$ cat config.mk
export PLATFORM = sky130hd
export DESIGN_NAME = coin_credit_counter_core
export DESIGN_NICKNAME = d
export VERILOG_FILES = /design/src/ccc_pkg.sv /design/src/ccc_cfg_regs.sv /design/src/ccc_credit_core.sv /design/src/coin_credit_counter_core.sv
export SDC_FILE = /design/constraint.sdc
export NUM_CORES = 1
export LEC_CHECK = 0
export ABC_AREA = 1
export ABC_CLOCK_PERIOD_IN_PS = 18700
export BUFFER_PORTS_ARGS = -buffer_cell sky130_fd_sc_hd__buf_4
export CORE_MARGIN = 2
export CORE_UTILIZATION = 50
export CTS_CLUSTER_SIZE = 24
export DETAILED_ROUTE_END_ITERATION = 16
export PLACE_DENSITY = 0.73
export SETUP_SLACK_MARGIN = 0.02
export SYNTH_ARGS = -nofsm -noshare
export SYNTH_HDL_FRONTEND = slang
export SYNTH_SLANG_ARGS = --single-unit
$ cat constraint.sdc
create_clock -name clk_i -period 18.7 [get_ports clk_i]
set_input_delay 3.74 -clock clk_i [delete_from_list [all_inputs] [get_ports clk_i]]
set_output_delay 3.74 -clock clk_i [all_outputs]
set_load 0.05 [all_outputs]
$ cat src/ccc_pkg.sv
// Shared types, codes and helper functions for the coin credit counter.
// Used by every module under src; has no dependencies of its own.
package ccc_pkg;

  localparam int unsigned CreditW  = 7;
  localparam int unsigned SampleW  = 8;
  localparam int unsigned BcdW     = 8;
  localparam int unsigned CfgIdxW  = 3;
  localparam int unsigned CfgDataW = 8;
  localparam int unsigned InDataW  = 32;
  localparam int unsigned OutDataW = 40;

  localparam logic [CreditW-1:0] CreditMax = 7'd99;
  localparam logic [7:0]         ReqEndDemo = 8'h03;

  // Item kinds carried on the input tuser.
  localparam logic [1:0] FuncFrame = 2'd0;
  localparam logic [1:0] FuncAdd   = 2'd1;
  localparam logic [1:0] FuncSub   = 2'd2;

  // Coin modes.
  localparam logic [1:0] ModeShared = 2'd0;
  localparam logic [1:0] ModeIndiv  = 2'd1;

  // Player numbers.
  localparam logic [1:0] PlayerOne = 2'd1;
  localparam logic [1:0] PlayerTwo = 2'd2;

  // Configuration register indexes.
  localparam logic [CfgIdxW-1:0] RegCoinMode     = 3'd0;
  localparam logic [CfgIdxW-1:0] RegCoin1Credits = 3'd1;
  localparam logic [CfgIdxW-1:0] RegCoin2Credits = 3'd2;
  localparam logic [CfgIdxW-1:0] RegStartForced  = 3'd3;
  localparam logic [CfgIdxW-1:0] RegStartTime    = 3'd4;

  typedef struct packed {
    logic [1:0]         coin_mode;
    logic [CreditW-1:0] coin1_credits;
    logic [CreditW-1:0] coin2_credits;
    logic               start_forced;
    logic [7:0]         start_time;
  } cfg_t;

  typedef struct packed {
    logic [1:0]         func;
    logic [SampleW-1:0] coin_inputs_raw;
    logic               free_play;
    logic               game_mode;
    logic [7:0]         request_code;
    logic [1:0]         player_number;
    logic [CreditW-1:0] credit_amount;
  } item_t;

  typedef struct packed {
    logic [BcdW-1:0]    player1_credit_bcd;
    logic [BcdW-1:0]    player2_credit_bcd;
    logic [SampleW-1:0] coin_rise;
    logic               coin_seen;
    logic               timer_reload;
    logic [7:0]         timer_value;
    logic               coin_sound;
    logic               end_demo;
  } res_t;

  // Binary 0..99 to two BCD digits; the tens digit comes from v * 205 / 2048.
  function automatic logic [BcdW-1:0] bin_to_bcd(input logic [CreditW-1:0] v);
    logic [17:0]        prod;
    logic [3:0]         tens;
    logic [CreditW-1:0] ones;
    prod = 18'(v) * 18'd205;
    tens = prod[14:11];
    ones = v - 7'(7'(tens) * 7'd10);
    return {tens, ones[3:0]};
  endfunction

  // Add with saturation at the credit maximum.
  function automatic logic [CreditW-1:0] sat_add(input logic [CreditW-1:0] c,
                                                 input logic [8:0] a);
    logic [9:0] s;
    s = 10'(c) + 10'(a);
    return (s > 10'(CreditMax)) ? CreditMax : s[CreditW-1:0];
  endfunction

endpackage

$ cat src/ccc_cfg_regs.sv
// Configuration register file of the coin credit counter.
// Depends on ccc_pkg for the register indexes and the cfg_t bundle.
module ccc_cfg_regs (
  input  logic                        clk_i,
  input  logic                        rst_ni,
  input  logic                        cfg_valid_i,
  output logic                        cfg_ready_o,
  input  logic [ccc_pkg::CfgIdxW-1:0]  cfg_index_i,
  input  logic [ccc_pkg::CfgDataW-1:0] cfg_data_i,
  output ccc_pkg::cfg_t               cfg_o
);
  import ccc_pkg::*;

  cfg_t cfg_q, cfg_d;

  assign cfg_ready_o = 1'b1;
  assign cfg_o       = cfg_q;

  always_comb begin
    cfg_d = cfg_q;
    if (cfg_valid_i) begin
      unique case (cfg_index_i)
        RegCoinMode:     cfg_d.coin_mode     = cfg_data_i[1:0];
        RegCoin1Credits: cfg_d.coin1_credits = cfg_data_i[CreditW-1:0];
        RegCoin2Credits: cfg_d.coin2_credits = cfg_data_i[CreditW-1:0];
        RegStartForced:  cfg_d.start_forced  = cfg_data_i[0];
        RegStartTime:    cfg_d.start_time    = cfg_data_i;
        default: ;
      endcase
    end
  end

  always_ff @(posedge clk_i or negedge rst_ni) begin
    if (!rst_ni) begin
      cfg_q.coin_mode     <= ModeShared;
      cfg_q.coin1_credits <= 7'd1;
      cfg_q.coin2_credits <= 7'd1;
      cfg_q.start_forced  <= 1'b0;
      cfg_q.start_time    <= 8'd30;
    end else begin
      cfg_q <= cfg_d;
    end
  end

endmodule

$ cat src/ccc_credit_core.sv
// Coin edge detection and per-player credit state, updated once per item.
// Depends on ccc_pkg for types, codes and the BCD and saturation helpers.
module ccc_credit_core (
  input  logic          clk_i,
  input  logic          rst_ni,
  input  logic          en_i,
  input  ccc_pkg::item_t item_i,
  input  ccc_pkg::cfg_t  cfg_i,
  output ccc_pkg::res_t  res_o
);
  import ccc_pkg::*;

  // Credits are held in binary and shown as BCD on the way out.
  logic [CreditW-1:0] cred1_q, cred1_d, cred2_q, cred2_d;
  logic [SampleW-1:0] cur_q, cur_d, rise_q, rise_d;

  logic               is_frame, is_add, is_sub, may_credit;
  logic               c1, c2, seen, reload, sound;
  logic [SampleW-1:0] now;
  logic [8:0]         add1, add2;
  logic               sel1, sel2;

  always_comb begin
    is_frame = (item_i.func == FuncFrame);
    is_add   = (item_i.func == FuncAdd);
    is_sub   = (item_i.func == FuncSub);
    now      = ~item_i.coin_inputs_raw;

    cur_d  = cur_q;
    rise_d = rise_q;
    if (is_frame) begin
      cur_d  = now;
      rise_d = now & ~cur_q;
    end

    may_credit = is_frame && !item_i.free_play &&
                 (cfg_i.coin_mode == ModeShared || cfg_i.coin_mode == ModeIndiv);
    c1   = may_credit && rise_d[0];
    c2   = may_credit && rise_d[1];
    seen = c1 || c2;

    // In shared mode both slots land on player one; sequential saturation
    // equals one saturation of the total since all amounts are positive.
    add1 = 9'(c1 ? cfg_i.coin1_credits : 7'd0) +
           9'((c2 && cfg_i.coin_mode == ModeShared) ? cfg_i.coin2_credits : 7'd0);
    add2 = 9'((c2 && cfg_i.coin_mode == ModeIndiv) ? cfg_i.coin2_credits : 7'd0);

    sel1 = !item_i.free_play && item_i.player_number == PlayerOne;
    sel2 = !item_i.free_play && item_i.player_number == PlayerTwo;

    cred1_d = cred1_q;
    cred2_d = cred2_q;
    if (is_frame) begin
      cred1_d = sat_add(cred1_q, add1);
      cred2_d = sat_add(cred2_q, add2);
    end else if (is_add) begin
      if (sel1) cred1_d = sat_add(cred1_q, 9'(item_i.credit_amount));
      if (sel2) cred2_d = sat_add(cred2_q, 9'(item_i.credit_amount));
    end else if (is_sub) begin
      if (sel1) begin
        cred1_d = (item_i.credit_amount > cred1_q) ? '0 : cred1_q - item_i.credit_amount;
      end
      if (sel2) begin
        cred2_d = (item_i.credit_amount > cred2_q) ? '0 : cred2_q - item_i.credit_amount;
      end
    end

    reload = seen && !cfg_i.start_forced;
    sound  = seen && item_i.game_mode;

    res_o.player1_credit_bcd = bin_to_bcd(cred1_d);
    res_o.player2_credit_bcd = bin_to_bcd(cred2_d);
    res_o.coin_rise          = rise_d;
    res_o.coin_seen          = seen;
    res_o.timer_reload       = reload;
    res_o.timer_value        = reload ? cfg_i.start_time : 8'd0;
    res_o.coin_sound         = sound;
    res_o.end_demo           = sound && (item_i.request_code != ReqEndDemo);
  end

  always_ff @(posedge clk_i or negedge rst_ni) begin
    if (!rst_ni) begin
      cred1_q <= '0;
      cred2_q <= '0;
      cur_q   <= '0;
      rise_q  <= '0;
    end else if (en_i) begin
      cred1_q <= cred1_d;
      cred2_q <= cred2_d;
      cur_q   <= cur_d;
      rise_q  <= rise_d;
    end
  end

  a_cred_range: assert property (@(posedge clk_i) disable iff (!rst_ni)
    cred1_q <= CreditMax && cred2_q <= CreditMax)
    else $error("credit count beyond maximum");

  a_free_play_hold: assert property (@(posedge clk_i) disable iff (!rst_ni)
    en_i && item_i.free_play |=> $stable(cred1_q) && $stable(cred2_q))
    else $error("credit changed during free play");

  a_rise_hold: assert property (@(posedge clk_i) disable iff (!rst_ni)
    en_i && !is_frame |=> $stable(rise_q) && $stable(cur_q))
    else $error("coin samples changed on a non-frame item");

endmodule

$ cat src/coin_credit_counter_core.sv
// Top level of the coin credit counter: stream ports, input and result registers.
// Depends on ccc_pkg, ccc_cfg_regs and ccc_credit_core.
//
// The block accepts one item per clock cycle unless the result register is stalled,
// and returns exactly one result per item: the item waits in the input register, then
// the credit and edge update runs in a single pass into the result register.
// The credit state is written in the same cycle as the result, so back-to-back items
// see each other's updates. A stalled result register holds its transaction while the
// input register may still take the next one. Configuration writes are always ready and
// take effect on the next cycle; they are to be made only while no item is in flight.
module coin_credit_counter_core (
  input  logic                          clk_i,
  input  logic                          rst_ni,
  input  logic                          cfg_valid_i,
  output logic                          cfg_ready_o,
  input  logic [ccc_pkg::CfgIdxW-1:0]   cfg_index_i,
  input  logic [ccc_pkg::CfgDataW-1:0]  cfg_data_i,
  input  logic                          s_axis_tvalid_i,
  output logic                          s_axis_tready_o,
  // [7:0] coin_inputs_raw, [8] free_play, [9] game_mode, [17:10] request_code,
  // [19:18] player_number, [26:20] credit_amount, [31:27] zero
  input  logic [ccc_pkg::InDataW-1:0]   s_axis_tdata_i,
  // [1:0] func
  input  logic [1:0]                    s_axis_tuser_i,
  output logic                          m_axis_tvalid_o,
  input  logic                          m_axis_tready_i,
  // [7:0] player1_credit_bcd, [15:8] player2_credit_bcd, [23:16] coin_rise,
  // [24] coin_seen, [25] timer_reload, [33:26] timer_value, [34] coin_sound,
  // [35] end_demo, [39:36] zero
  output logic [ccc_pkg::OutDataW-1:0]  m_axis_tdata_o
);
  import ccc_pkg::*;

  cfg_t  cfg;
  item_t item_q, item_in;
  res_t  res, res_q;
  logic  in_valid_q, out_valid_q, adv, in_take;

  ccc_cfg_regs u_cfg (
    .clk_i,
    .rst_ni,
    .cfg_valid_i,
    .cfg_ready_o,
    .cfg_index_i,
    .cfg_data_i,
    .cfg_o (cfg)
  );

  ccc_credit_core u_core (
    .clk_i,
    .rst_ni,
    .en_i   (adv),
    .item_i (item_q),
    .cfg_i  (cfg),
    .res_o  (res)
  );

  always_comb begin
    item_in.func            = s_axis_tuser_i;
    item_in.coin_inputs_raw = s_axis_tdata_i[7:0];
    item_in.free_play       = s_axis_tdata_i[8];
    item_in.game_mode       = s_axis_tdata_i[9];
    item_in.request_code    = s_axis_tdata_i[17:10];
    item_in.player_number   = s_axis_tdata_i[19:18];
    item_in.credit_amount   = s_axis_tdata_i[26:20];
  end

  assign adv             = in_valid_q && (!out_valid_q || m_axis_tready_i);
  assign s_axis_tready_o = !in_valid_q || adv;
  assign in_take         = s_axis_tvalid_i && s_axis_tready_o;

  always_ff @(posedge clk_i or negedge rst_ni) begin
    if (!rst_ni) begin
      in_valid_q  <= 1'b0;
      out_valid_q <= 1'b0;
    end else begin
      if (in_take) begin
        in_valid_q <= 1'b1;
      end else if (adv) begin
        in_valid_q <= 1'b0;
      end
      if (adv) begin
        out_valid_q <= 1'b1;
      end else if (m_axis_tready_i) begin
        out_valid_q <= 1'b0;
      end
    end
  end

  always_ff @(posedge clk_i) begin
    if (in_take) begin
      item_q <= item_in;
    end
    if (adv) begin
      res_q <= res;
    end
  end

  assign m_axis_tvalid_o = out_valid_q;
  assign m_axis_tdata_o  = {4'd0, res_q.end_demo, res_q.coin_sound, res_q.timer_value,
                            res_q.timer_reload, res_q.coin_seen, res_q.coin_rise,
                            res_q.player2_credit_bcd, res_q.player1_credit_bcd};

  a_reload_needs_coin: assert property (@(posedge clk_i) disable iff (!rst_ni)
    out_valid_q && (res_q.timer_reload || res_q.coin_sound) |-> res_q.coin_seen)
    else $error("timer reload or coin sound without a credited coin");

  a_demo_needs_sound: assert property (@(posedge clk_i) disable iff (!rst_ni)
    out_valid_q && res_q.end_demo |-> res_q.coin_sound)
    else $error("end of demo requested without coin sound");

  a_out_hold: assert property (@(posedge clk_i) disable iff (!rst_ni)
    out_valid_q && !m_axis_tready_i |=> out_valid_q && $stable(m_axis_tdata_o))
    else $error("stalled result transaction changed or dropped");

endmodule
# Word level (Yosys, flattened, before mapping)
# Index checks and enable logic that the tools add are counted.
# Widths: inputs -> output; s select.
dict set report op_classes {
  addsub 9
  multipliers 4
  n_lt_le_gt_ge 6
  eq_ne 10
  muxes 24
  bitwise_logic 3
  n_reduce_logical 32
}
# op count
set op_table {}
lappend op_table {{$mux 7} 19}
lappend op_table {{$gt 10x7->1 const B} 4}
lappend op_table {{$mul 7x8->15 const B} 2}
lappend op_table {{$add 7x9->10} 2}
lappend op_table {{$add 7x7->8} 2}
lappend op_table {{$not 8->8} 2}
lappend op_table {{$gt 7x7->1} 2}
lappend op_table {{$sub 7x7->7} 2}
lappend op_table {{$logic_and 1x1->1} 13}
lappend op_table {{$reduce_and 2->1} 6}
lappend op_table {{$add 9x9->9} 1}
lappend op_table {{$and 8x8->8} 1}
lappend op_table {{$mul 4x3->3 const B} 2}
lappend op_table {{$mux 8} 1}
lappend op_table {{$ne 8x2->1 const B} 1}
lappend op_table {{$sub 4x4->4} 2}
lappend op_table {{$eq 2x1->1 const B} 3}
lappend op_table {{$eq 3x2->1 const B} 2}
lappend op_table {{$eq 2x2->1 const B} 2}
lappend op_table {{$logic_not 1->1} 4}
lappend op_table {{$logic_not 2->1} 2}
lappend op_table {{$logic_or 1x1->1} 4}
lappend op_table {{$mux 1} 4}
lappend op_table {{$reduce_bool 2->1} 2}
lappend op_table {{3 further kinds} 3}
dict set report word_totals {
  regBits 122
  in_bits 50
  elab_cells 114
}

# Longest topological paths before layout
# Gate-level depths: netlist (run 1).
dict set report logic_depth {
  word_depth 14
  depth_mapped 52
  mapped_depth_nobuf 51
}

# Cells and area by module
# Synthesis (run 1) repeated with hierarchy kept, for this count alone.
dict set report unflattened {
  hier_cells 1152
  hier_area_um2 9486.6
}
# mod n_inst cells_per_inst area_per_inst_um2 seq_area_each_um2
set modules_own_cells {}
lappend modules_own_cells {ccc_credit_core 1 949 6348.6 750.7}
lappend modules_own_cells {coin_credit_counter_core 1 82 2080.7 2001.9}
lappend modules_own_cells {ccc_cfg_regs 1 121 1057.3 633.1}

# Least setup slack after synthesis (run 1)
# No wires, ideal clock.
dict set report synth_path {
  path_type {input port to output port}
  start {input m_axis_tready_i}
  end {output s_axis_tready_o}
  arrival_time_ns 4.200
  t_required_ns 14.960
  slack_ns 10.760
  stages 2
  n_path_buf 0
  cell_sequence {inv_1 nand3_1}
}
dict set report synth_between {
  elab_chain_cells 3
}
# element line_no
set synth_lines {}
lappend synth_lines {{from (decl)} coin_credit_counter_core.sv:26} ;# input logic m_axis_tready_i,
lappend synth_lines {{$logic_or 1x1->1} coin_credit_counter_core.sv:68} ;# assign adv = in_valid_q && (!out_valid_q || m_axis_tready_i);
lappend synth_lines {{$logic_and 1x1->1} coin_credit_counter_core.sv:68}
lappend synth_lines {{$logic_or 1x1->1} coin_credit_counter_core.sv:69} ;# assign s_axis_tready_o = !in_valid_q || adv;
lappend synth_lines {{to (decl)} coin_credit_counter_core.sv:19} ;# output logic s_axis_tready_o,
# No other way between the ends.

==> impl_metrics.tcl, run 1 <==
set metrics [dict create \
    first_global_vias 7294 \
    placementRows 49 \
    start_util 0.5141 \
    drc 0 \
    status "completed" \
    diodes 0 \
    die_w_um 140.6 \
    syn_area_um2 9329 \
    cp-startpoint "item_q[28]" \
    ys.flop_type "edfxtp_1" \
    avgRoutedWirePerCell_um 14.59 \
    ff2ff_path_depth 48 \
    met2_length_um 9643 \
    port_buffers 82 \
    finalSetupTns_ns 0 \
    cp_slowest_cell "o311ai_0" \
    hold_viol_final 0 \
    critical-path-max-stage-delay_ns 0.82 \
    switchingPower_uw 995.5 \
    timing.fmax_mhz 108.7 \
    htreeDepth 4 \
    synth_common_cells "nand2_1 (238), inv_1 (171), ha_1 (120)" \
    regArea_um2 3386 \
    p_seq_frac 0.219 \
    grt_usage 0.2194 \
    clock_path_buffers 2 \
    worstPathArrival_ns 9.38 \
    clock_latency_ns 0.43 \
    clock_power_share 0.154 \
    critPathMaxFanout 22 \
    netlist.area_leader.share 0.2092 \
    setup_viol 0 \
    timing.rr.start "item_q[28]" \
    slew_headroom 0.2773 \
    grt_pass1_wl_um 35090 \
    syn_inst 1100 \
    fin_crit_sh 0.4921 \
    drt-pass1-iter-count 5 \
    tightest_slew_ns 1.083 \
    core_um2 18150 \
    dr.max_layer_used "met4" \
    fp.dieH_um 140.6 \
    p_int_mw 1.032 \
    grt_max_degree 58 \
    fin_skew_ns 0.01389 \
    synth_edf_count 65 \
    netSwitchingFraction 0.4911 \
    grt-ovfl-total 0 \
    crit_top_cell "nand2_1" \
    cp-start-kind "flip-flop" \
    layout-drive-gt1-share 0.1478 \
    worst_r2r_endpoint "m_axis_tdata_o[3]" \
    wl_met3_um 1393 \
    hp-class "reg -> reg" \
    wl_met1_um 9624 \
    endpoint "m_axis_tdata_o[3]" \
    maxCapViolations 0 \
    finalCriticalPeriod_ns 9.202 \
    combPwrFrac 0.627 \
    vias 7597 \
    synth_area_leaders "edfxtp_1 (21%), ha_1 (16%), dfrtp_1 (14%)" \
    holdBufCountCts 0 \
    die_area_um2 19770 \
    synth-async-reset-ratio 0.4672 \
    ys_seq_elements 122 \
    syn_area_per_cell_um2 8.481 \
    cts_resized 0 \
    cts_tree "built" \
    worstSetupPathType "reg -> reg" \
    synth.most_common_cell "nand2_1" \
    seq_area_frac_synth 0.3629 \
    vias_per_cell 5.301 \
    finish.net_count 1386 \
    numCtsBuffers 17 \
    fillers 1608 \
    cts_setup_buffers 0 \
    reg2reg_slack_ns 9.50 \
    place_congestion 0.9318 \
    dp.final_hpwl_um 15980 \
    p_leak_nw 5.530 \
    cts.sinks 122 \
    fin_cells 1433 \
    clkTransAtPathRegs_ns 0.06 \
    drtIter0Drc 498 \
    drt_wl_total_um 20910 \
    multi_input_area_um2 5169 \
    rsz0062_at_grt "no" \
    syn2layout_area_growth_pct 15.09 \
    holdPathStages 1 \
    end_kind "flip-flop" \
    ys_warn_count 0 \
    ir_drop_v 0.0001088 \
    place_inst 1401 \
    powerDensity_nw_per_um2 188.8 \
    io_pins 93 \
    ant_nets 0 \
    yosysTopAreaCell "edfxtp_1" \
    required_ns 18.88 \
    cts_root_buffer "clkbuf_16" \
    synth_cell_types 54 \
    timing.final.max_slew_violations 0 \
    antenna_found_initial 0 \
]
[final cells by class]
| cell class | count | share of cell area |
|---|---|---|
| sequential | 122 | 0.3153 |
| timing repair buffer | 86 | 0.06013 |
| clock inverter | 13 | 0.01014 |
| multi-input combinational | 778 | 0.4814 |
| tap | 229 | 0.02669 |
| inverter | 186 | 0.06503 |
| clock buffer | 19 | 0.04125 |
[placed cells by master, fill, tap and decap left out, types with 4 or more instances in the layout]
cell type | synthesis | final
a21oi_1 | 40 | 40
a21oi_2 | 6 | 6
a31oi_1 | 5 | 5
buf_4 | 6 | 86
clkbuf_16 | 0 | 17
conb_1 | 2 | 5
dfrtp_1 | 51 | 51
dfstp_2 | 6 | 6
edfxtp_1 | 65 | 65
fa_1 | 25 | 25
ha_1 | 120 | 120
inv_1 | 171 | 170
inv_2 | 14 | 15
inv_6 | 0 | 4
nand2_1 | 238 | 238
nand2_2 | 9 | 9
nand3_1 | 57 | 57
nand3_2 | 8 | 8
nand4_1 | 14 | 14
nor2_1 | 87 | 87
nor3_1 | 7 | 7
o211ai_1 | 5 | 5
o21ai_0 | 69 | 69
o21ai_1 | 5 | 5
o22ai_1 | 9 | 9
xnor2_1 | 7 | 7
xor2_1 | 16 | 16
[routing by layer]
metal,up-vias,track usage
li1,3821,-
met3,29,0.04993
met5,-,0
met4,0,0.05421
met1,3523,0.2990
met2,224,0.3586
[worst min path at each step]
stage	start	end	slack, ns
6_report	item_q[20]	u_core.cur_q[1]	0.47
2_1_floorplan	item_q[21]	u_core.cur_q[2]	0.44
4_1_cts	item_q[20]	u_core.cur_q[1]	0.47
3_5_place_dp	item_q[20]	u_core.cur_q[1]	0.46
5_1_grt	item_q[20]	u_core.cur_q[1]	0.50
3_3_place_gp	item_q[20]	u_core.cur_q[1]	0.46
[registers in the layout (all words and copies together), names as in the netlist]
register / cells
u_core.cur_q: 8
u_core.cred1_q: 7
u_cfg.cfg_o: 25
u_core.cred2_q: 7
in_valid_q: 1
m_axis_tdata_o: 36
item_q: 29
m_axis_tvalid_o: 1
u_core.rise_q: 8
[worst max-delay path: cells and delay by family (launching register included)]
kind	cells	cell delay, ns
fa+ha+maj	10	3.36
buf+inv	11	0.97
flops	1	0.44
simple gates	20	2.11
xor+xnor	2	0.36
compound gates	5	1.73
[cell families after synthesis]
| family | count (synthesis) | share of synthesized area |
|---|---|---|
| other | 2 | 0.0008050 |
| buffers and inverters | 203 | 0.08423 |
| xor gates and xnor gates | 23 | 0.02159 |
| and+or+nand+nor | 438 | 0.2083 |
| adders and majority gates | 145 | 0.2146 |
| AOI/OAI and AO/OA | 167 | 0.1076 |
| DFF | 122 | 0.3629 |
[power groups by stage]
stage | clock network (mW) | registers [mW] | logic, mW
3_5_place_dp | 0 | 0.449 | 1.26
4_1_cts | 0.317 | 0.444 | 1.27
6_report | 0.312 | 0.444 | 1.27
2_1_floorplan | 0 | 0.515 | 0.896
3_3_place_gp | 0 | 0.447 | 1.22
5_1_grt | 0.328 | 0.452 | 1.47
[metrics by stage]
step                worst slack [ns]  hold slack [ns]    util  total power, mW  area (um2)
floorplan                      10.76           0.4418       -            1.411        9340
global placement               9.639           0.4552  0.5612            1.663       10180
detailed placement             9.567           0.4611  0.5612            1.711       10180
CTS                            9.536           0.4734  0.5916            2.035       10740
global route                   8.768           0.5049  0.5916            2.252       10740
finish                         9.498           0.4698  0.5916            2.027       10740
No activity file was read; power rests on OpenSTA's default activity.
==> inputs of run 2 (changes only) <==
- ABC_CLOCK_PERIOD_IN_PS: 18700 -> 7700
- PLACE_DENSITY: 0.73 -> 0.76
- clock period: 18.7 -> 7.7 ns (I/O delays scaled with it)
==> run 2 against run 1 <==
- the run now ends with setup timing left
- wire length grew 11%
- largest power group unchanged
- cell area grew 10%
- final cell count grew 5.7%
- sequential power grew 150%
- sequential cell count is the same
- highest routed layer unchanged
- fmax grew 18%
- worst hold slack lost 0.0035 ns
- largest cell class unchanged
- first-iteration DRC count grew 2.2%
- count of clock-buffer cells in the layout grew 1
==> impl_metrics.tcl, run 2 (synthesized netlist as in run 1, its figures left out) <==
set metrics [dict create \
    vias 8113 \
    layout_commonest_cell "nand2_1" \
    wl_met3_um 1384 \
    rsz0062_at_grt "yes" \
    holdPathStages 1 \
    io_pins 93 \
    worst_r2r_endpoint "m_axis_tdata_o[3]" \
    cts_tree "built" \
    clock_path_buffers 2 \
    power_mw 6.091 \
    numCtsBuffers 17 \
    htreeDepth 4 \
    place_congestion 0.9359 \
    fin_skew_ns 0.01826 \
    drt-pass1-iter-count 5 \
    cts_root_buffer "clkbuf_16" \
    critical-path-max-stage-delay_ns 0.49 \
    first_global_vias 7946 \
    drt_wl_total_um 23270 \
    worstPathArrival_ns 7.97 \
    dr.max_layer_used "met4" \
    status "finished with violations" \
    ir_drop_v 0.0004251 \
    required_ns 7.88 \
    core_um2 18150 \
    crit_top_cell "nand2_1" \
    finalSetupTns_ns -0.08525 \
    fin_util 0.6531 \
    violations "setup timing" \
    die_w_um 140.6 \
    cp-start-kind "flip-flop" \
    finalCriticalPeriod_ns 7.785 \
    layout-drive-gt1-share 0.2652 \
    fp.dieH_um 140.6 \
    hold_viol_final 0 \
    grt_pass1_wl_um 37460 \
    holdBufCountCts 0 \
    setup_slack_ns -0.08525 \
    fin_crit_sh 1.011 \
    drc 0 \
    wl_met1_um 9948 \
    slew_headroom 0.1960 \
    grt_max_degree 58 \
    clkTransAtPathRegs_ns 0.06 \
    finish.net_count 1468 \
    setup_viol 1 \
    min_to "u_core.cur_q[4]" \
    worstSetupPathType "reg -> reg" \
    antenna_found_initial 0 \
    placementRows 49 \
    port_buffers 82 \
    place_inst 1457 \
    met2_length_um 11540 \
    ff2ff_path_depth 48 \
    powerDensity_nw_per_um2 513.9 \
    preCtsSetupSlack_ns -0.6642 \
    clock_latency_ns 0.43 \
    min-delay-start "item_q[23]" \
    p_leak_nw 5.968 \
    cts.sinks 122 \
    largest_register_ffs 36 \
    die_area_um2 19770 \
    maxCapViolations 0 \
    final_cell_mix "nand2_1 (223), buf_4 (166), inv_1 (156)" \
    tightest_slew_ns 1.205 \
    diodes 0 \
    end_kind "flip-flop" \
    timing.rr.start "item_q[28]" \
    grt-ovfl-total 0 \
    vias_per_cell 5.355 \
    fin_cells 1515 \
    dp.final_hpwl_um 16400 \
    critPathMaxFanout 6 \
    timing.fmax_mhz 128.4 \
    syn2layout_area_growth_pct 27.05 \
    timing.final.max_slew_violations 0 \
    hp-class "reg -> reg" \
    avgRoutedWirePerCell_um 15.36 \
    drtIter0Drc 509 \
    reg2reg_slack_ns -0.09 \
    grt_usage 0.2367 \
    cp_slowest_cell "fa_1" \
    start_util 0.5141 \
    ant_nets 0 \
]
[run 2: cell types whose count changed in the layout (fill, tap and decap cells not counted), sizes merged]
cell,before,now
buf,86,168
bufinv,0,1
clkbuf,19,20
clkinv,6,4
clkinvlp,2,4
inv,191,189
[run 2: area by class of cell]
type	instances	area (um2)
clock buffer	20	457.9
clock inverter	12	113.9
fill	1458	6295
inverter	186	698.2
multi-input combinational	778	5642
sequential	122	3386
tap	229	286.5
timing repair buffer	168	1269
[run 2: what timing repair did]
action,in CTS,in global routing
setup endpoints to repair,3,4
pin swaps,31,44
setup buffers,19,7
gates cloned,0,0
resized for setup,37,63
[run 2: power breakdown]
part,total (mW),internal (mW),switching [mW]
Combinational,4.22,1.85,2.38
Sequential,1.09,0.947,0.141
Clock,0.780,0.466,0.314
Total,6.09,3.26,2.83
[run 2: metal layers]
metal,up-vias,global-route usage
met5,-,0
met4,0,0.07263
met3,36,0.05367
met2,254,0.4048
met1,3842,0.3016
li1,3981,-
[run 2: how the worst max path moves through the flow]
| stage | endpoint | slack (ns) | startpoint |
|---|---|---|---|
| 2_1_floorplan | m_axis_tdata_o[3] | 0.02 | item_q[28] |
| 3_3_place_gp | m_axis_tdata_o[3] | -0.37 | item_q[28] |
| 3_5_place_dp | m_axis_tdata_o[3] | -0.66 | item_q[28] |
| 4_1_cts | m_axis_tdata_o[11] | 0.02 | item_q[27] |
| 5_1_grt | m_axis_tdata_o[3] | -0.43 | item_q[28] |
| 6_report | m_axis_tdata_o[3] | -0.09 | item_q[28] |
[run 2: through the flow]
stage / hold slack, ns / instance area [um2]
6_report: 0.4663 / 11850
5_1_grt: 0.4988 / 11850
4_1_cts: 0.4736 / 11530
3_5_place_dp: 0.4610 / 10610
3_3_place_gp: 0.4568 / 10610
2_1_floorplan: 0.4418 / 9349
[run 2: critical path, delay by kind of cell (launching register included)]
family | cells | cell delay [ns]
adders and majority gates | 9 | 3.05
and+or+nand+nor | 21 | 2.09
buffers and inverters | 13 | 1.18
AOI/OAI and AO/OA | 3 | 0.52
DFF | 1 | 0.43
xor gates and xnor gates | 2 | 0.29
==> inputs of run 3 (changes only) <==
- CORE_ASPECT_RATIO: not set -> 0.8
==> run 3 against run 2 <==
- fmax grew 2.1%
- clock skew shrank 0.0058 ns
- count of clock-buffer cells in the layout shrank 3
- combinational power shrank 0.9%
- cell area shrank 0.68%
- sequential power is essentially flat
- worst setup slack gained 0.16 ns
- global-route usage grew 0.52 points
- critical path depth is the same
- the flow now finishes without violations
- die area is essentially flat
==> impl_metrics.tcl, run 3 (synthesized netlist as in run 1, its figures left out) <==
set metrics [dict create \
    port_buffers 82 \
    setup_slack_ns 0.07628 \
    min-delay-start "item_q[21]" \
    ff2ff_path_depth 48 \
    timing.final.max_slew_violations 0 \
    vias 8140 \
    preCtsSetupSlack_ns -0.4330 \
    grt_pass1_wl_um 37980 \
    final_cell_mix "nand2_1 (224), inv_1 (160), buf_4 (152)" \
    grt-ovfl-total 0 \
    vias_per_cell 5.331 \
    cts_root_buffer "clkbuf_16" \
    cp-startpoint "item_q[28]" \
    fp.dieH_um 126.2 \
    syn2layout_area_growth_pct 26.19 \
    drtIter0Drc 679 \
    min_to "u_core.cur_q[2]" \
    fin_skew_ns 0.01243 \
    cts.sinks 122 \
    ant_nets 0 \
    cts_tree "built" \
    largest_register_ffs 36 \
    cp_slowest_cell "fa_1" \
    diodes 0 \
    cp-start-kind "flip-flop" \
    setup_viol 0 \
    rsz0062_at_grt "yes" \
    hp-class "reg -> reg" \
    place_inst 1479 \
    place_congestion 0.9626 \
    layout_commonest_cell "nand2_1" \
    core_um2 18220 \
    holdPathStages 1 \
    ir_drop_v 0.0004009 \
    end_kind "flip-flop" \
    finish.net_count 1456 \
    tightest_slew_ns 1.104 \
    fillers 1455 \
    hold_viol_final 0 \
    worstPathArrival_ns 7.81 \
    critPathMaxFanout 5 \
    avgRoutedWirePerCell_um 15.65 \
    worst_r2r_endpoint "m_axis_tdata_o[3]" \
    p_leak_nw 5.919 \
    placementRows 44 \
    die_w_um 156.7 \
    clock_path_buffers 2 \
    fin_cells 1527 \
    io_pins 93 \
    slew_headroom 0.2627 \
    htreeDepth 4 \
    die_area_um2 19770 \
    powerDensity_nw_per_um2 514.2 \
    maxCapViolations 0 \
    drc 0 \
    dp.final_hpwl_um 17110 \
    whs_ns 0.4756 \
    clkTransAtPathRegs_ns 0.06 \
    status "completed" \
    grt_max_degree 58 \
    crit_family "adder cells" \
    finalSetupTns_ns 0 \
    first_global_vias 7769 \
    cp_num_buf_inv 11 \
    numCtsBuffers 17 \
    critical-path-max-stage-delay_ns 0.55 \
    clock_latency_ns 0.42 \
    timing.rr.start "item_q[28]" \
    fin_util 0.6460 \
    drt-pass1-iter-count 5 \
    layout-drive-gt1-share 0.2512 \
    timing.fmax_mhz 131.2 \
    finalCriticalPeriod_ns 7.624 \
    drt_wl_total_um 23910 \
    reg2reg_slack_ns 0.08 \
    start_util 0.5119 \
    required_ns 7.88 \
    fin_crit_sh 0.9901 \
    worstSetupPathType "reg -> reg" \
    grt_usage 0.2419 \
    antenna_found_initial 0 \
]
==> run 3: cell types whose count changed in the layout (fill, tap and decap cells not counted), moves of 3 or more <==
cell        before  now
buf_4          166  152
inv_1          156  160
inv_2           29   25
clkinvlp_4       4    1
==> run 3: area by class of cell <==
type / instances / area [um2] / share of cell area
clock buffers: 17 / 425.4 / 0.03614
clock inverters: 15 / 147.6 / 0.01254
inverters: 186 / 698.2 / 0.05931
multi-input cells: 778 / 5613 / 0.4768
flip-flops and latches: 122 / 3386 / 0.2876
well taps: 253 / 316.6 / 0.02689
repair buffers: 156 / 1186 / 0.1008
==> run 3: metal layers <==
layer  vias to the layer above  share of wire  wire, um  global-route usage
li1                       3973              -         -                   -
met1                      3784           0.45     10730              0.3487
met2                       332           0.45     10680              0.3669
met3                        51          0.085      2024             0.05127
met4                         0          0.020       473             0.07232
met5                         -              0         0                   0
==> run 3: stage by stage <==
stage / power [mW] / area (um2)
floorplan: 3.430 / 9349
global placement: 4.348 / 10630
detailed placement: 4.452 / 10630
CTS: 5.532 / 11460
global route: 6.601 / 11770
finish: 6.054 / 11770
==> run 3: worst register-to-register path, delay by kind of cell, from the launching register on <==
kind	cells	cell delay [ns]
adders and majority gates	9	2.98
AOI/OAI and AO/OA	6	0.82
DFF	1	0.43
xor gates and xnor gates	3	0.53
and+or+nand+nor	19	1.69
buffers and inverters	11	0.92
==> run 3: timing repair <==
| action | CTS | global route |
|---|---|---|
| setup endpoints to repair | 2 | 4 |
| cloned | 0 | 0 |
| hold buffers | 0 | 0 |
| pin swaps | 44 | 42 |
| resized for setup | 38 | 53 |
| setup buffers | 9 | 7 |
==> run 3: how the worst max path moves through the flow <==
stage,end,slack (ns),depth (start not counted)
6_report,m_axis_tdata_o[3],0.08,48
5_1_grt,m_axis_tdata_o[3],-0.34,50
4_1_cts,m_axis_tdata_o[3],0.02,47
3_5_place_dp,m_axis_tdata_o[3],-0.43,51
3_3_place_gp,m_axis_tdata_o[3],-0.24,51
2_1_floorplan,m_axis_tdata_o[3],0.02,48
==> run 3: power by group <==
group | switching (mW) | internal [mW] | total, mW
clock | 0.316 | 0.475 | 0.791
sequential | 0.139 | 0.947 | 1.09
combinational | 2.38 | 1.80 | 4.18
total | 2.84 | 3.22 | 6.05
